--- src/rtl/gtrwp_pkg.sv ---
// ----------------------------------------------------------------------------
// gtrwp_pkg
// shared types and codes of the graphics tag register write parser
// ----------------------------------------------------------------------------
package gtrwp_pkg;

    localparam int WORD_W = 64;
    localparam int ADDR_W = 8;
    localparam int TAG_W = 8;
    localparam int LOOP_W = 15;
    localparam int SLOT_W = 4;
    localparam int KIND_W = 2;
    localparam int LIMIT_W = 9;
    localparam int TDATA_W = 104;

    localparam logic [LIMIT_W-1:0] TAG_LIMIT_RESET = 9'd256;

    // register index on the config port
    localparam logic REG_TAG_LIMIT = 1'b0;

    // source kinds
    localparam logic [KIND_W-1:0] KIND_DIRECT = 2'd0;
    localparam logic [KIND_W-1:0] KIND_ADDR_DATA = 2'd1;
    localparam logic [KIND_W-1:0] KIND_RLIST = 2'd2;

    // tag formats
    localparam logic [1:0] FMT_PACKED = 2'd0;
    localparam logic [1:0] FMT_RLIST = 2'd1;
    localparam logic [1:0] FMT_IMAGE = 2'd2;

    localparam logic [3:0] DESC_ADDR_DATA = 4'hE;

    typedef struct packed {
        logic [ADDR_W-1:0] addr;
        logic [WORD_W-1:0] value;
        logic [KIND_W-1:0] kind;
        logic [TAG_W-1:0]  tag;
        logic [LOOP_W-1:0] loop;
        logic [SLOT_W-1:0] slot;
    } result_t;

endpackage

--- src/rtl/gif_tag_register_write_parser_core.sv ---
// ----------------------------------------------------------------------------
// gif_tag_register_write_parser_core
// decodes graphics tag packets into a stream of register writes
// ----------------------------------------------------------------------------
// channel  direction  handshake                  contents
// s_*      in         s_tvalid / s_tready        packet doubleword, tlast ends packet
// m_*      out        m_tvalid / m_tready        one register write, kind in tuser
// apb      in         psel/penable, pready = 1   tag_limit at address 0
//
// one doubleword is accepted per cycle while s_tready is high; each write
// is registered into a two-entry result queue feeding m_*, which sets the
// stall behavior: s_tready drops only while both queue entries are occupied.
// reset clears all parse state and sets tag_limit to 256.
// ----------------------------------------------------------------------------
module gif_tag_register_write_parser_core (
    input  logic                          clk,
    input  logic                          rst_n,
    input  logic                          s_tvalid,
    output logic                          s_tready,
    input  logic [gtrwp_pkg::WORD_W-1:0]  s_tdata,   // word
    input  logic                          s_tlast,   // last_word
    output logic                          m_tvalid,
    input  logic                          m_tready,
    // reg_addr, reg_value, tag_number, loop_number, slot_number, zero pad
    output logic [gtrwp_pkg::TDATA_W-1:0] m_tdata,
    output logic [gtrwp_pkg::KIND_W-1:0]  m_tuser,   // source_kind
    input  logic                          psel,
    input  logic                          penable,
    input  logic                          pwrite,
    input  logic [2:0]                    paddr,
    input  logic [31:0]                   pwdata,
    output logic [31:0]                   prdata,
    output logic                          pready
);
    import gtrwp_pkg::*;

    logic [LIMIT_W-1:0] tag_limit_reg, tag_limit_next;
    logic               accept;
    logic               res_valid;
    result_t            res;
    logic               buf_full;
    result_t            out_data;

    assign pready = 1'b1;
    assign prdata = (paddr[2] == REG_TAG_LIMIT) ? {23'd0, tag_limit_reg} : 32'd0;

    always_comb
    begin
        tag_limit_next = tag_limit_reg;
        if (psel && penable && pwrite && (paddr[2] == REG_TAG_LIMIT))
            tag_limit_next = pwdata[LIMIT_W-1:0];
    end

    always_ff @(posedge clk or negedge rst_n)
    begin
        if (!rst_n)
            tag_limit_reg <= TAG_LIMIT_RESET;
        else
            tag_limit_reg <= tag_limit_next;
    end

    assign s_tready = !buf_full;
    assign accept   = s_tvalid && s_tready;

    gtrwp_parser u_parser (
        .clk       (clk),
        .rst_n     (rst_n),
        .accept    (accept),
        .word      (s_tdata),
        .last_word (s_tlast),
        .tag_limit (tag_limit_reg),
        .res_valid (res_valid),
        .res       (res)
    );

    gtrwp_out_buf u_out_buf (
        .clk       (clk),
        .rst_n     (rst_n),
        .push      (accept && res_valid),
        .push_data (res),
        .pop       (m_tvalid && m_tready),
        .full      (buf_full),
        .out_valid (m_tvalid),
        .out_data  (out_data)
    );

    assign m_tdata = {5'd0, out_data.slot, out_data.loop, out_data.tag,
                      out_data.value, out_data.addr};
    assign m_tuser = out_data.kind;

endmodule

--- src/rtl/gtrwp_parser.sv ---
// ----------------------------------------------------------------------------
// gtrwp_parser
// tag decode and per-doubleword phase tracking, one item per cycle while accept is high
// ----------------------------------------------------------------------------
module gtrwp_parser (
    input  logic                          clk,
    input  logic                          rst_n,
    input  logic                          accept,
    input  logic [gtrwp_pkg::WORD_W-1:0]  word,
    input  logic                          last_word,
    input  logic [gtrwp_pkg::LIMIT_W-1:0] tag_limit,
    output logic                          res_valid,
    output gtrwp_pkg::result_t            res
);
    import gtrwp_pkg::*;

    typedef enum logic [7:0] {
        PH_TAG_LO = 8'b0000_0001,
        PH_TAG_HI = 8'b0000_0010,
        PH_PK_LO  = 8'b0000_0100,
        PH_PK_HI  = 8'b0000_1000,
        PH_RLIST  = 8'b0001_0000,
        PH_PAD    = 8'b0010_0000,
        PH_SKIP   = 8'b0100_0000,
        PH_STOP   = 8'b1000_0000
    } phase_t;

    phase_t              phase_reg, phase_next;
    logic [LOOP_W-1:0]   loops_total_reg, loops_total_next;
    logic [LOOP_W-1:0]   loop_count_reg, loop_count_next;
    logic [4:0]          regs_per_loop_reg, regs_per_loop_next;
    logic [SLOT_W-1:0]   slot_count_reg, slot_count_next;
    logic [WORD_W-1:0]   descriptors_reg, descriptors_next;
    logic [WORD_W-1:0]   held_low_reg, held_low_next;
    logic [LIMIT_W-1:0]  tags_seen_reg, tags_seen_next;
    logic [15:0]         skip_left_reg, skip_left_next;
    // only the fields of the tag low word that are used later
    logic [LOOP_W-1:0]   hold_loops_reg, hold_loops_next;
    logic [1:0]          hold_fmt_reg, hold_fmt_next;
    logic [3:0]          hold_nreg_reg, hold_nreg_next;

    logic [3:0]          desc_sel;
    logic [4:0]          slot_inc;
    logic [LOOP_W-1:0]   loop_inc;
    logic                slot_wrap;
    logic                loops_done;
    logic [SLOT_W-1:0]   slot_adv;
    logic [LOOP_W-1:0]   loop_adv;
    logic [15:0]         skip_dec;

    assign desc_sel   = descriptors_reg[{slot_count_reg, 2'b00} +: 4];
    assign slot_inc   = {1'b0, slot_count_reg} + 5'd1;
    assign loop_inc   = loop_count_reg + 15'd1;
    assign slot_wrap  = slot_inc >= regs_per_loop_reg;
    assign loops_done = slot_wrap && (loop_inc >= loops_total_reg);
    assign slot_adv   = slot_wrap ? '0 : slot_inc[SLOT_W-1:0];
    assign loop_adv   = slot_wrap ? loop_inc : loop_count_reg;
    assign skip_dec   = skip_left_reg - 16'd1;

    always_comb
    begin
        phase_next         = phase_reg;
        loops_total_next   = loops_total_reg;
        loop_count_next    = loop_count_reg;
        regs_per_loop_next = regs_per_loop_reg;
        slot_count_next    = slot_count_reg;
        descriptors_next   = descriptors_reg;
        held_low_next      = held_low_reg;
        tags_seen_next     = tags_seen_reg;
        skip_left_next     = skip_left_reg;
        hold_loops_next    = hold_loops_reg;
        hold_fmt_next      = hold_fmt_reg;
        hold_nreg_next     = hold_nreg_reg;

        res_valid = 1'b0;
        res.addr  = {4'd0, desc_sel};
        res.value = word;
        res.kind  = KIND_DIRECT;
        res.tag   = tags_seen_reg[TAG_W-1:0] - 8'd1;
        res.loop  = loop_count_reg;
        res.slot  = slot_count_reg;

        unique case (phase_reg)
            PH_TAG_LO:
            begin
                if (tags_seen_reg >= tag_limit)
                begin
                    phase_next = PH_STOP;
                end
                else
                begin
                    hold_loops_next = word[14:0];
                    hold_fmt_next   = word[59:58];
                    hold_nreg_next  = word[63:60];
                    phase_next      = PH_TAG_HI;
                end
            end
            PH_TAG_HI:
            begin
                descriptors_next   = word;
                loops_total_next   = hold_loops_reg;
                regs_per_loop_next = (hold_nreg_reg == 4'd0) ? 5'd16 : {1'b0, hold_nreg_reg};
                loop_count_next    = '0;
                slot_count_next    = '0;
                tags_seen_next     = tags_seen_reg + 9'd1;
                skip_left_next     = {hold_loops_reg, 1'b0};
                priority if (hold_fmt_reg == FMT_PACKED)
                    phase_next = (hold_loops_reg == '0) ? PH_TAG_LO : PH_PK_LO;
                else if (hold_fmt_reg == FMT_RLIST)
                    phase_next = (hold_loops_reg == '0) ? PH_TAG_LO : PH_RLIST;
                else if (hold_fmt_reg == FMT_IMAGE)
                    phase_next = (hold_loops_reg == '0) ? PH_TAG_LO : PH_SKIP;
                else
                    phase_next = PH_STOP;
            end
            PH_PK_LO:
            begin
                held_low_next = word;
                phase_next    = PH_PK_HI;
            end
            PH_PK_HI:
            begin
                res_valid = 1'b1;
                res.value = held_low_reg;
                if (desc_sel == DESC_ADDR_DATA)
                begin
                    res.addr = word[7:0];
                    res.kind = KIND_ADDR_DATA;
                end
                slot_count_next = slot_adv;
                loop_count_next = loop_adv;
                phase_next      = loops_done ? PH_TAG_LO : PH_PK_LO;
            end
            PH_RLIST:
            begin
                res_valid       = 1'b1;
                res.kind        = KIND_RLIST;
                slot_count_next = slot_adv;
                loop_count_next = loop_adv;
                if (loops_done)
                begin
                    // odd value count leaves one pad doubleword
                    phase_next = (loops_total_reg[0] && regs_per_loop_reg[0]) ?
                                 PH_PAD : PH_TAG_LO;
                end
            end
            PH_PAD:
            begin
                phase_next = PH_TAG_LO;
            end
            PH_SKIP:
            begin
                skip_left_next = skip_dec;
                if (skip_dec == '0)
                    phase_next = PH_TAG_LO;
            end
            PH_STOP:
            begin
                phase_next = PH_STOP;
            end
            default:
            begin
                phase_next = PH_TAG_LO;
            end
        endcase

        if (last_word)
        begin
            phase_next     = PH_TAG_LO;
            tags_seen_next = '0;
        end
    end

    always_ff @(posedge clk or negedge rst_n)
    begin
        if (!rst_n)
        begin
            phase_reg         <= PH_TAG_LO;
            loops_total_reg   <= '0;
            loop_count_reg    <= '0;
            regs_per_loop_reg <= '0;
            slot_count_reg    <= '0;
            descriptors_reg   <= '0;
            held_low_reg      <= '0;
            tags_seen_reg     <= '0;
            skip_left_reg     <= '0;
            hold_loops_reg    <= '0;
            hold_fmt_reg      <= '0;
            hold_nreg_reg     <= '0;
        end
        else if (accept)
        begin
            phase_reg         <= phase_next;
            loops_total_reg   <= loops_total_next;
            loop_count_reg    <= loop_count_next;
            regs_per_loop_reg <= regs_per_loop_next;
            slot_count_reg    <= slot_count_next;
            descriptors_reg   <= descriptors_next;
            held_low_reg      <= held_low_next;
            tags_seen_reg     <= tags_seen_next;
            skip_left_reg     <= skip_left_next;
            hold_loops_reg    <= hold_loops_next;
            hold_fmt_reg      <= hold_fmt_next;
            hold_nreg_reg     <= hold_nreg_next;
        end
    end

endmodule

--- src/rtl/gtrwp_out_buf.sv ---
// ----------------------------------------------------------------------------
// gtrwp_out_buf
// two-entry result queue between the parser and the output channel
// ----------------------------------------------------------------------------
module gtrwp_out_buf (
    input  logic               clk,
    input  logic               rst_n,
    input  logic               push,
    input  gtrwp_pkg::result_t push_data,
    input  logic               pop,
    output logic               full,
    output logic               out_valid,
    output gtrwp_pkg::result_t out_data
);
    import gtrwp_pkg::*;

    result_t    entry_reg [2];
    logic       wr_ptr_reg, wr_ptr_next;
    logic       rd_ptr_reg, rd_ptr_next;
    logic [1:0] count_reg, count_next;

    assign full      = count_reg == 2'd2;
    assign out_valid = count_reg != 2'd0;
    assign out_data  = entry_reg[rd_ptr_reg];

    always_comb
    begin
        wr_ptr_next = push ? ~wr_ptr_reg : wr_ptr_reg;
        rd_ptr_next = pop ? ~rd_ptr_reg : rd_ptr_reg;
        count_next  = count_reg + {1'b0, push} - {1'b0, pop};
    end

    always_ff @(posedge clk)
    begin
        if (push)
            entry_reg[wr_ptr_reg] <= push_data;
    end

    always_ff @(posedge clk or negedge rst_n)
    begin
        if (!rst_n)
        begin
            wr_ptr_reg <= 1'b0;
            rd_ptr_reg <= 1'b0;
            count_reg  <= 2'd0;
        end
        else
        begin
            wr_ptr_reg <= wr_ptr_next;
            rd_ptr_reg <= rd_ptr_next;
            count_reg  <= count_next;
        end
    end

endmodule

--- config.mk ---
export PLATFORM = sky130hd
export DESIGN_NAME = gif_tag_register_write_parser_core
export DESIGN_NICKNAME = d
export VERILOG_FILES = /design/src/rtl/gtrwp_pkg.sv /design/src/rtl/gif_tag_register_write_parser_core.sv /design/src/rtl/gtrwp_parser.sv /design/src/rtl/gtrwp_out_buf.sv
export SDC_FILE = /design/constraint.sdc
export NUM_CORES = 1
export LEC_CHECK = 0
export BUFFER_PORTS_ARGS = -buffer_cell sky130_fd_sc_hd__buf_2
export CAP_MARGIN = 0
export CORE_MARGIN = 8
export CORE_UTILIZATION = 49
export DETAILED_ROUTE_END_ITERATION = 8
export GPL_ROUTABILITY_DRIVEN = 0
export PLACE_DENSITY = 0.69
export SLEW_MARGIN = 20
export SYNTH_ARGS = -nofsm -noshare
export SYNTH_HDL_FRONTEND = slang
export SYNTH_HIERARCHICAL = 1
export SYNTH_SLANG_ARGS = --single-unit
--- constraint.sdc ---
create_clock -name clk -period 8.4 [get_ports clk]
set_input_delay 0.42 -clock clk [delete_from_list [all_inputs] [get_ports clk]]
set_output_delay 0.42 -clock clk [all_outputs]
set_load 0.05 [all_outputs]
### After elaboration in Yosys (flattened, before gate mapping)

Memory sizes are Yosys's and may differ from the RTL's.
Cells that the tools add are included.

* add/sub/neg operators: 7
* magnitude comparators: 3
* equal/unequal tests: 14
* shift operators: 1
* muxes and demuxes: 29
* bitwise logic cells: 4
* reduce and logical (&&, ||, !) cells: 26

Operators by type and width (number)
* 2-to-1 mux 72 bit: 1
* 2-to-1 mux 8 bit: 8
* variable part select 64 x 7 -> 4 bit: 1
* case mux 8 bit (7 select lines): 1
* case mux 16 bit (2 select lines): 1
* case mux 15 bit (2 select lines): 1
* 2-to-1 mux 9 bit: 3
* logical NOT 16 bit: 1
* subtractor 16 x 1 -> 16 bit, second input constant: 1
* adder 15 x 1 -> 15 bit, second input constant: 1
* greater-or-equal comparator 15 bit: 1
* logical NOT 15 bit: 1
* 2-to-1 mux 15 bit: 1
* 2-to-1 mux 5 bit: 2
* AND reduction 2 bit: 5
* adder 9 x 1 -> 9 bit, second input constant: 1
* greater-or-equal comparator 9 bit: 1
* AND reduction 3 bit: 3
* == test 8 x 1 -> 1 bit, second input constant: 1
* == test 8 x 2 -> 1 bit, second input constant: 1
* == test 8 x 3 -> 1 bit, second input constant: 1
* == test 8 x 4 -> 1 bit, second input constant: 1
* == test 8 x 5 -> 1 bit, second input constant: 1
* == test 8 x 7 -> 1 bit, second input constant: 1
* other kinds (25): 44

* register bits: 234
* RAM bits: 202
* output and inout port bits: 141
* word-level logic and storage cells: 101
* memories: 1

Memories
* u_out_buf.entry_reg: depth 2, bits a word 101, rd ports 1, clocked after Yosys merged registers in 0, wr ports 1, RTL line gtrwp_out_buf.sv:17 `result_t entry_reg [2];`

### Longest topological paths before layout

Gate-level depths: netlist of run 1.

* depth after elaboration: 7
* depth in mapped cells: 14
* gate-level depth less buffers: 14

### Cells and area by module

The synthesis of run 1 kept the hierarchy.

By module, submodules not included
* gtrwp_parser: times used 1, cells an instance 1122, area each 11576.1 µm²
* gtrwp_out_buf: times used 1, cells an instance 329, area each 7810.0 µm²
* gif_tag_register_write_parser_core: times used 1, cells an instance 63, area each 678.2 µm²

### Worst setup path after synthesis of run 1

No wires, ideal clock.

* path type: register to register
* start: register u_parser.phase_reg[7]
* end: memory u_out_buf/entry_reg[0][0] in the netlist's numbering (enable)
* arrival time: 5.917 ns
* required time: 7.826 ns
* path slack: 1.909 ns
* cell stages (with the launch flop): 8
* buffers on the path: 1
* period minus slack after synthesis: 6.491 ns
* cells stage by stage: dfrtp_1 clkbuf_2 nor3_2 nor4b_4 o21ai_2 clkinv_2 and2_1 nor2b_1

* cells in the longest elaborated chain, start to end: 6

RTL lines
* start, declared: RTL line gtrwp_parser.sv:28 `phase_t phase_reg, phase_next;`
* start signal, assigned: RTL line gtrwp_parser.sv:193 `phase_reg <= phase_next;`
* == test 8 x 5 -> 1 bit / == test 8 x 4 -> 1 bit (equally long branches): RTL line gtrwp_parser.sv:83 `unique case (phase_reg)`
* OR reduction 2 bit (no source line) *
* 2-to-1 mux 1 bit *: RTL line gtrwp_parser.sv:83
* via res_valid: RTL line gif_tag_register_write_parser_core.sv:39 `logic res_valid;`
* logical AND 1 bit *: RTL line gif_tag_register_write_parser_core.sv:79 `.push (accept && res_valid),`
* 2-to-1 mux 1 bit *: RTL line gtrwp_out_buf.sv:35 `if (push)`
* 2-to-1 mux 1 bit (not written as such) *: RTL line gtrwp_out_buf.sv:36 `entry_reg[wr_ptr_reg] <= push_data;`
* end, declared: RTL line gtrwp_out_buf.sv:17

The timed path passes the listed nets; every way through them passes the cells marked *.

### Final worst setup path of run 1

* start: register u_parser.slot_count_reg[1]
* end: register u_parser.loop_count_reg[12]

* cells in the longest elaborated chain, start to end: 4

RTL lines
* start, declared: RTL line gtrwp_parser.sv:32 `logic [SLOT_W-1:0] slot_count_reg, slot_count_next;`
* start signal, assigned: RTL line gtrwp_parser.sv:197 `slot_count_reg <= slot_count_next;`
* adder 4 x 1 -> 5 bit: RTL line gtrwp_parser.sv:52 `assign slot_inc = {1'b0, slot_count_reg} + 5'd1;`
* greater-or-equal comparator 5 bit: RTL line gtrwp_parser.sv:54 `assign slot_wrap = slot_inc >= regs_per_loop_reg;`
* != test 2 x 1 -> 1 bit (no source line)
* AND reduction 3 bit (no source line)
* end signal, assigned: RTL line gtrwp_parser.sv:195 `loop_count_reg <= loop_count_next;`
* end, declared: RTL line gtrwp_parser.sv:30 `logic [LOOP_W-1:0] loop_count_reg, loop_count_next;`

No other way between the ends.
A chain may end at the register's enable or synchronous reset.

==> results.txt, run 1 <==
share of cells above drive strength 1: 0.339
# DRC: 0
Max Slew Vio Count: 0
most frequent cells in the layout: nand2_1, dfrtp_1, edfxtp_1, buf_2, mux2_2
HP Class: input pin to flip-flop
commonest non-fill, non-tap cell in the layout: nand2_1
Cell variety after synth: 70
#FFs+latches synth: 436
Gate Count Post-Synth: 1514
DP HPWL: 28900 microns
CTS tree: done
Worst EP required: 8.86 ns
Resized cells post-CTS: 0
Pwr Density: 302 nW/um^2
Initial DRC Count: 744
Die ar.: 47700 sq um
Initial Utilization: 0.494
peak supply drop: 0.000190 V
Synth Area per Inst: 13.3 sq um
H-tree depth: 2
Post-CTS Setup Bufs: 0
area of the core: 40600 sq um
Area after DPL: 21300 sq um
Area Growth Syn to Fin: 14.1%
Finished Cell Area: 22900 sq um
CTS buffer count: 46
sequential area share after synthesis: 0.594
async set-reset flop share out of synthesis: 0.537
vias per cell: 5.36
Bufs on Longest Clock Path: 3
Crit Path Category: flip-flop to flip-flop
port bufs: 193
global-route usage over all layers: 0.186
fin crit share: 0.456
final WL: 44400 microns
Clk Latency, worst-skew pair: 0.58 ns
RSZ-0062 raised after global routing: false
Root Driver: clkbuf_16
CP Max Fanout: 21
maxcap violations: 0
first-pass GRT wire length: 70100 microns
outcome: finished, final reports clean
Fin. Hold Viols: 0
Std-Cell Rows: 74
hold buffer count at cts: 1
die height: 218 microns
Die W: 218 microns
largest net degree at the start of global routing: 110
relative slew slack: 0.264
Post-synth EDFFs: 202
# IOs: 248
max reg flops: 202
fin crit period: 3.83 ns
P_leak: 10.2 nW
WP data arrival: 4.29 ns
final setup margin: 4.57 ns
Fin Clk Skew: 0.0252 ns
worst-margin pin slew: 1.10 ns
top_reg_cell synth: dfrtp_1
total grt overflow: 0
ANT nets after route: 0
synthesized area: 20100 sq um
Nets: 1840
setup tns final: 0 ns
vias in the first global route: 12700
CTS sink count: 436
Worst setup EP type: flip-flop
FILL cells: 3368
DR WL/cell: 19.6 microns
fmax: 261 MHz
Setup crit start kind: flip-flop
Synth warnings: 6
register clock-pin slew on the reported worst setup and hold paths: 0.06 ns
initial antenna violation count: 4
Vias: 12200
Pre-antenna DRT Iters: 5
pre-CTS WS: 4.60 ns
# setup viols final: 0
[final cells by class]
cell class              count  area (sq um)  area share
flip-flops and latches    436         11900       0.521
multi-input cells         966          7540       0.329
clock buffers              69          1340      0.0585
repair buffers            206          1080      0.0470
well taps                 532           666      0.0291
clock inverters            16           195     0.00852
inverters                  40           151     0.00661
diodes                      2          5.00    0.000219
[cell usage after synthesis, drive strengths merged, types with 7 or more instances]
cell	count	area share
nand2	274	0.051
a21oi	29	0.0072
dfrtp	232	0.29
o21ai	66	0.017
nor3	13	0.0035
nor4	14	0.0051
xor2	19	0.0083
nand4	8	0.0032
clkbuf	39	0.0074
and3	9	0.0028
edfxtp	202	0.30
mux2	259	0.16
buf	60	0.022
nand2b	7	0.0022
xnor2	12	0.0052
ha	37	0.023
inv	39	0.0073
mux4	20	0.022
and2	12	0.0037
a22o	11	0.0048
nand3	18	0.0045
nor2	45	0.0087
and2b	9	0.0039
nor2b	8	0.0025
[path summary, 6_finish.rpt]
kind | slack [ns] | end | cells after the start | startpoint
min in group asynchronous | 0.52 | u_parser/held_low_reg[50] | 2 | rst_n
hold reg to reg | 0.46 | u_parser/descriptors_reg[36] | 2 | u_parser/descriptors_reg[36]
setup reg to reg | 4.57 | u_parser/loop_count_reg[12] | 10 | u_parser/slot_count_reg[1]
setup / recovery | 4.57 | u_parser/loop_count_reg[12] | 10 | u_parser/slot_count_reg[1]
max in group asynchronous | 6.35 | u_parser/loops_total_reg[7] | 3 | rst_n
hold / removal | 0.07 | tag_limit_reg[5] | 2 | pwdata[5]
[routing by layer]
metal  vias to the layer above  track usage  wire [microns]
met3                        73       0.0494            2990
li1                       5702            -               -
met2                       297        0.308           21600
met5                         -            0              16
met1                      6080        0.234           18700
met4                         4       0.0652            1170
[power by group]
part	leakage, nW	switching (mW)	internal [mW]
registers	4.93	0.330	2.58
clock network	0.753	0.818	1.23
logic	4.54	1.19	0.760
total	10.2	2.34	4.57
[stage by stage]
step,util,instances,hold WS [ns],power (mW)
2_1_floorplan,-,1541,0.124,4.44
3_3_place_gp,0.525,2179,0.445,4.87
3_5_place_dp,0.525,2179,0.453,4.92
4_1_cts,0.563,2265,0.0409,7.00
5_1_grt,0.563,2266,0.0561,7.26
6_report,0.563,2267,0.0718,6.91
[cell families (layout without fill, tap and decap cells)]
group,count (synthesis),count (layout),synth area share
adder cells (fa/ha/maj),37,37,0.0231
AO/OA/AOI/OAI,147,147,0.0458
AND/OR/NAND/NOR,441,441,0.102
other,2,31,0.000374
multiplexers,280,280,0.183
buffers and inverters,139,331,0.0365
XOR/XNOR,32,32,0.0147
flip-flops,436,436,0.594
[critical path, cell delays in order, from the launching register on]
cell	delay, ns
dfrtp_1	1.05
ha_1	0.40
xor2_1	0.17
ha_1	0.26
a21oi_1	0.14
o21ai_0	0.10
a31oi_1	0.31
and2_1	0.34
or2_1	0.57
nor2_2	0.14
a22o_1	0.22
(Power assumes the default switching activity.)
==> run 2: changes to the inputs <==
Settings changed: PLACE_DENSITY 0.69 to 0.72.
Clock period 8.4 ns to 3.15 ns, I/O delays scaled along.
==> results.txt, run 2 (synthesis results as in run 1) <==
outcome: finished, final reports clean
relative slew slack: 0.312
# setup viols final: 0
final setup margin: 0.151 ns
Pre-antenna DRT Iters: 5
final WL: 46000 microns
Post-CTS Setup Bufs: 0
vias per cell: 5.35
HP Class: input pin to flip-flop
fin crit share: 0.952
Worst setup EP type: flip-flop
Max Slew Vio Count: 0
# DRC: 0
total grt overflow: 0
H-tree depth: 2
initial antenna violation count: 1
DR WL/cell: 19.4 microns
RSZ-0062 raised after global routing: false
pre-CTS WS: 0.107 ns
Die W: 218 microns
Fin. Hold Viols: 0
Std-Cell Rows: 74
diode count: 0
Initial Utilization: 0.494
Area Growth Syn to Fin: 20.1%
port bufs: 193
first-pass GRT wire length: 73200 microns
Die ar.: 47700 sq um
ANT nets after route: 0
fin crit period: 3.00 ns
Initial DRC Count: 790
DP HPWL: 30400 microns
Crit Path Category: flip-flop to flip-flop
Clk Latency, worst-skew pair: 0.58 ns
CTS buffer count: 46
Layout Cells excl Fill: 2375
global-route usage over all layers: 0.192
Pwr Density: 775 nW/um^2
fmax: 333 MHz
largest net degree at the start of global routing: 108
CP Max Fanout: 18
CTS tree: done
maxcap violations: 0
P_leak: 10.8 nW
die height: 218 microns
Vias: 12700
Fin Clk Skew: 0.0177 ns
vias in the first global route: 13200
commonest non-fill, non-tap cell in the layout: nand2_1
CP top delay family: compound AO/OA/AOI/OAI gates
peak supply drop: 0.000480 V
# IOs: 248
worst-margin pin slew: 1.03 ns
Buffers & Inverters on Critical Path: 1
CP Cell Sequence: ha_1 -> xor2_1 -> ha_1 -> a21oi_1 -> o21ai_0 -> a31oi_1 -> and2_1 -> or2_1 -> buf_4 -> o21ai_0 -> o21ai_1
CTS sink count: 436
Bufs on Longest Clock Path: 3
area of the core: 40600 sq um
Worst EP required: 3.64 ns
slowest cell delay on critical path: 0.49 ns
slowest CP cell: a31oi_1
final hold slack: 0.0559 ns
max reg flops: 202
Root Driver: clkbuf_16
Nets: 1949
Setup crit start kind: flip-flop
placed cell count: 2215
share of cells above drive strength 1: 0.342
most frequent cells in the layout: nand2_1, dfrtp_1, edfxtp_1, buf_2, mux2_2
register clock-pin slew on the reported worst setup and hold paths: 0.06 ns
WP data arrival: 3.49 ns
==> run 2: changes by cell type in the layout (fill, tap and decap cells not counted), moves of 3 or more <==
cell / change
buf_4: +24
dlygate4sd3_1: +74
buf_12: +11
clkinv_1: +6
clkbuf_1: -3
==> run 2: through the flow <==
stage	utilization	cell area [sq um]	total power, mW	setup TNS (ns)
6_report	0.593	24100	18.7	0
5_1_grt	0.593	24100	19.6	0
4_1_cts	0.592	24100	18.9	0
3_5_place_dp	0.536	21800	13.3	0
3_3_place_gp	0.536	21800	13.1	0
2_1_floorplan	-	20200	11.8	-24.69
==> run 2: power breakdown <==
part	internal [mW]	switching [mW]	leakage (nW)
registers	6.89	0.831	4.93
logic	2.19	3.31	5.08
clock network	3.27	2.21	0.758
==> run 2: layout make-up <==
| cell class | count | area, sq um |
|---|---|---|
| clock buffer | 66 | 1330 |
| clock inverter | 20 | 214 |
| fill | 3164 | 16500 |
| inverter | 40 | 151 |
| multi-input combinational | 966 | 7600 |
| sequential | 436 | 11900 |
| tap | 532 | 666 |
| timing repair buffer | 315 | 2220 |
==> run 2: worst paths after layout <==
kind	slack, ns	cells after the start	end	startpoint
worst max-delay path	0.15	11	u_parser/loop_count_reg[5]	u_parser/slot_count_reg[0]
min in group asynchronous	0.22	2	u_parser/held_low_reg[26]	rst_n
worst min-delay path	0.06	3	tag_limit_reg[0]	penable
worst max register to register	0.15	11	u_parser/loop_count_reg[5]	u_parser/slot_count_reg[0]
worst min register to register	0.46	2	u_parser/descriptors_reg[24]	u_parser/descriptors_reg[24]
max in group asynchronous	1.97	3	u_parser/descriptors_reg[58]	rst_n
==> run 2: per-layer routing <==
layer / vias up / GRT usage / part of all wire
li1: 5923 / - / -
met4: 2 / 0.0640 / 0.025
met2: 308 / 0.330 / 0.51
met3: 67 / 0.0401 / 0.055
met1: 6403 / 0.238 / 0.41
met5: - / 0 / 0.00028
==> run 2: tightest hold or removal path: cells and delay by family <==
kind / cells / cell delay (ns)
multiplexers: 1 / 0.17
AND/OR/NAND/NOR: 1 / 0.15
buffers and inverters: 1 / 0.11
==> run 2: timing repair <==
item                                    in CTS  in global routing
resized for setup                            0                 11
hold endpoints to repair                   391                  0
hold buffers                                75                  0
endpoints found under the setup margin       0                  7
==> run 3: changes to the inputs <==
Settings changed: CORE_UTILIZATION 49 to 50, CTS_CLUSTER_SIZE set to 28, PLACE_DENSITY 0.72 to 0.8.
==> results.txt, run 3 (synthesis results as in run 1) <==
outcome: finished, final reports clean
H-tree depth: 2
RSZ-0062 raised after global routing: false
Pwr Total: 18.6 mW
CTS buffer count: 45
peak supply drop: 0.000635 V
Clk Latency, worst-skew pair: 0.57 ns
Fin. Hold Viols: 0
Worst EP required: 3.60 ns
Initial DRC Count: 905
initial antenna violation count: 1
relative slew slack: 0.319
Max Slew Vio Count: 0
Root Driver: clkbuf_16
P_leak: 10.7 nW
CP Max Fanout: 6
vias in the first global route: 13600
fin crit period: 3.00 ns
fmax: 334 MHz
die height: 216 microns
slowest CP cell: dfrtp_2
most frequent cells in the layout: nand2_1, dfrtp_1, edfxtp_1, buf_2, mux2_2
setup tns final: 0 ns
max reg flops: 202
Bufs on Longest Clock Path: 3
Setup crit start kind: flip-flop
CP top delay family: compound AO/OA/AOI/OAI gates
Pre-antenna DRT Iters: 5
DP HPWL: 30800 microns
# setup viols final: 0
global-route usage over all layers: 0.200
worst-margin pin slew: 1.02 ns
ANT nets after route: 0
Initial Utilization: 0.506
Nets: 1946
CTS sink count: 436
share of cells above drive strength 1: 0.342
maxcap violations: 0
first-pass GRT wire length: 75700 microns
Layout Cells excl Fill: 2364
Die ar.: 46800 sq um
Die W: 216 microns
largest net degree at the start of global routing: 100
# IOs: 248
area of the core: 39600 sq um
Vias: 12800
Worst setup EP type: flip-flop
CP Cell Sequence: ha_1 -> nand2_1 -> nor2_2 -> nand3_1 -> buf_4 -> or3_1 -> nand2_1 -> ha_1 -> a21oi_1 -> o21ai_0 -> a21oi_1 -> a21oi_2 -> buf_4 -> o211a_1 -> a22o_1
Area Growth Syn to Fin: 19.6%
final hold slack: 0.0683 ns
Fin Clk Skew: 0.0139 ns
port bufs: 193
Pwr Density: 776 nW/um^2
diode count: 0
total grt overflow: 0
register clock-pin slew on the reported worst setup and hold paths: 0.06 ns
vias per cell: 5.43
final setup margin: 0.154 ns
CTS tree: done
# DRC: 0
final WL: 46900 microns
commonest non-fill, non-tap cell in the layout: nand2_1
Crit Path Category: flip-flop to flip-flop
Std-Cell Rows: 73
WP data arrival: 3.44 ns
slowest cell delay on critical path: 0.41 ns
Buffers & Inverters on Critical Path: 2
HP Class: input pin to flip-flop
DR WL/cell: 19.9 microns
fin crit share: 0.951
pre-CTS WS: 0.0851 ns
placed cell count: 2205
-- run 3: final cells by class --
cell class,count,area [sq um]
repair buffers,313,2160
inverters,40,151
flip-flops and latches,436,11900
fillers,3041,15700
well taps,525,657
clock buffers,62,1270
multi-input cells,966,7590
clock inverters,22,233
-- run 3: where the power goes --
group	internal, mW	switching, mW
combinational	2.18	3.41
sequential	6.89	0.794
clock	3.16	2.19
-- run 3: path summary, 6_finish.rpt --
kind / from / to / slack (ns) / cells past startpoint
max: u_parser/loop_count_reg[1] / u_parser/phase_reg[7] / 0.15 / 15
min: penable / tag_limit_reg[4] / 0.07 / 3
max reg2reg: u_parser/loop_count_reg[1] / u_parser/phase_reg[7] / 0.15 / 15
min reg2reg: u_parser/descriptors_reg[25] / u_parser/descriptors_reg[25] / 0.46 / 2
max in group asynchronous: rst_n / tag_limit_reg[8] / 2.05 / 3
min in group asynchronous: rst_n / u_parser/held_low_reg[25] / 0.19 / 2
-- run 3: layer usage --
layer  share of wire  global-route usage
met5               0                   0
met3           0.070              0.0539
met4           0.026              0.0618
met1            0.40               0.246
met2            0.50               0.340
-- run 3: through the flow --
stage	instance area, sq um	utilization
2_1_floorplan	20200	-
3_3_place_gp	21700	0.547
3_5_place_dp	21700	0.547
4_1_cts	24000	0.604
5_1_grt	24000	0.605
6_report	24000	0.605
-- run 3: repair_timing --
item                                    CTS  global route
hold buffers                             75             0
resized for setup                         0             8
setup buffers                             0             0
endpoints found under the setup margin    0             7
hold endpoints to repair                365             0
-- run 3: worst register-to-register path: cells and delay by family, from the launching register on --
family	cells	cell delay (ns)
and+or+nand+nor	5	0.78
buffers and inverters	2	0.35
AOI/OAI and AO/OA	6	0.94
adders and majority gates	2	0.41
DFF	1	0.41
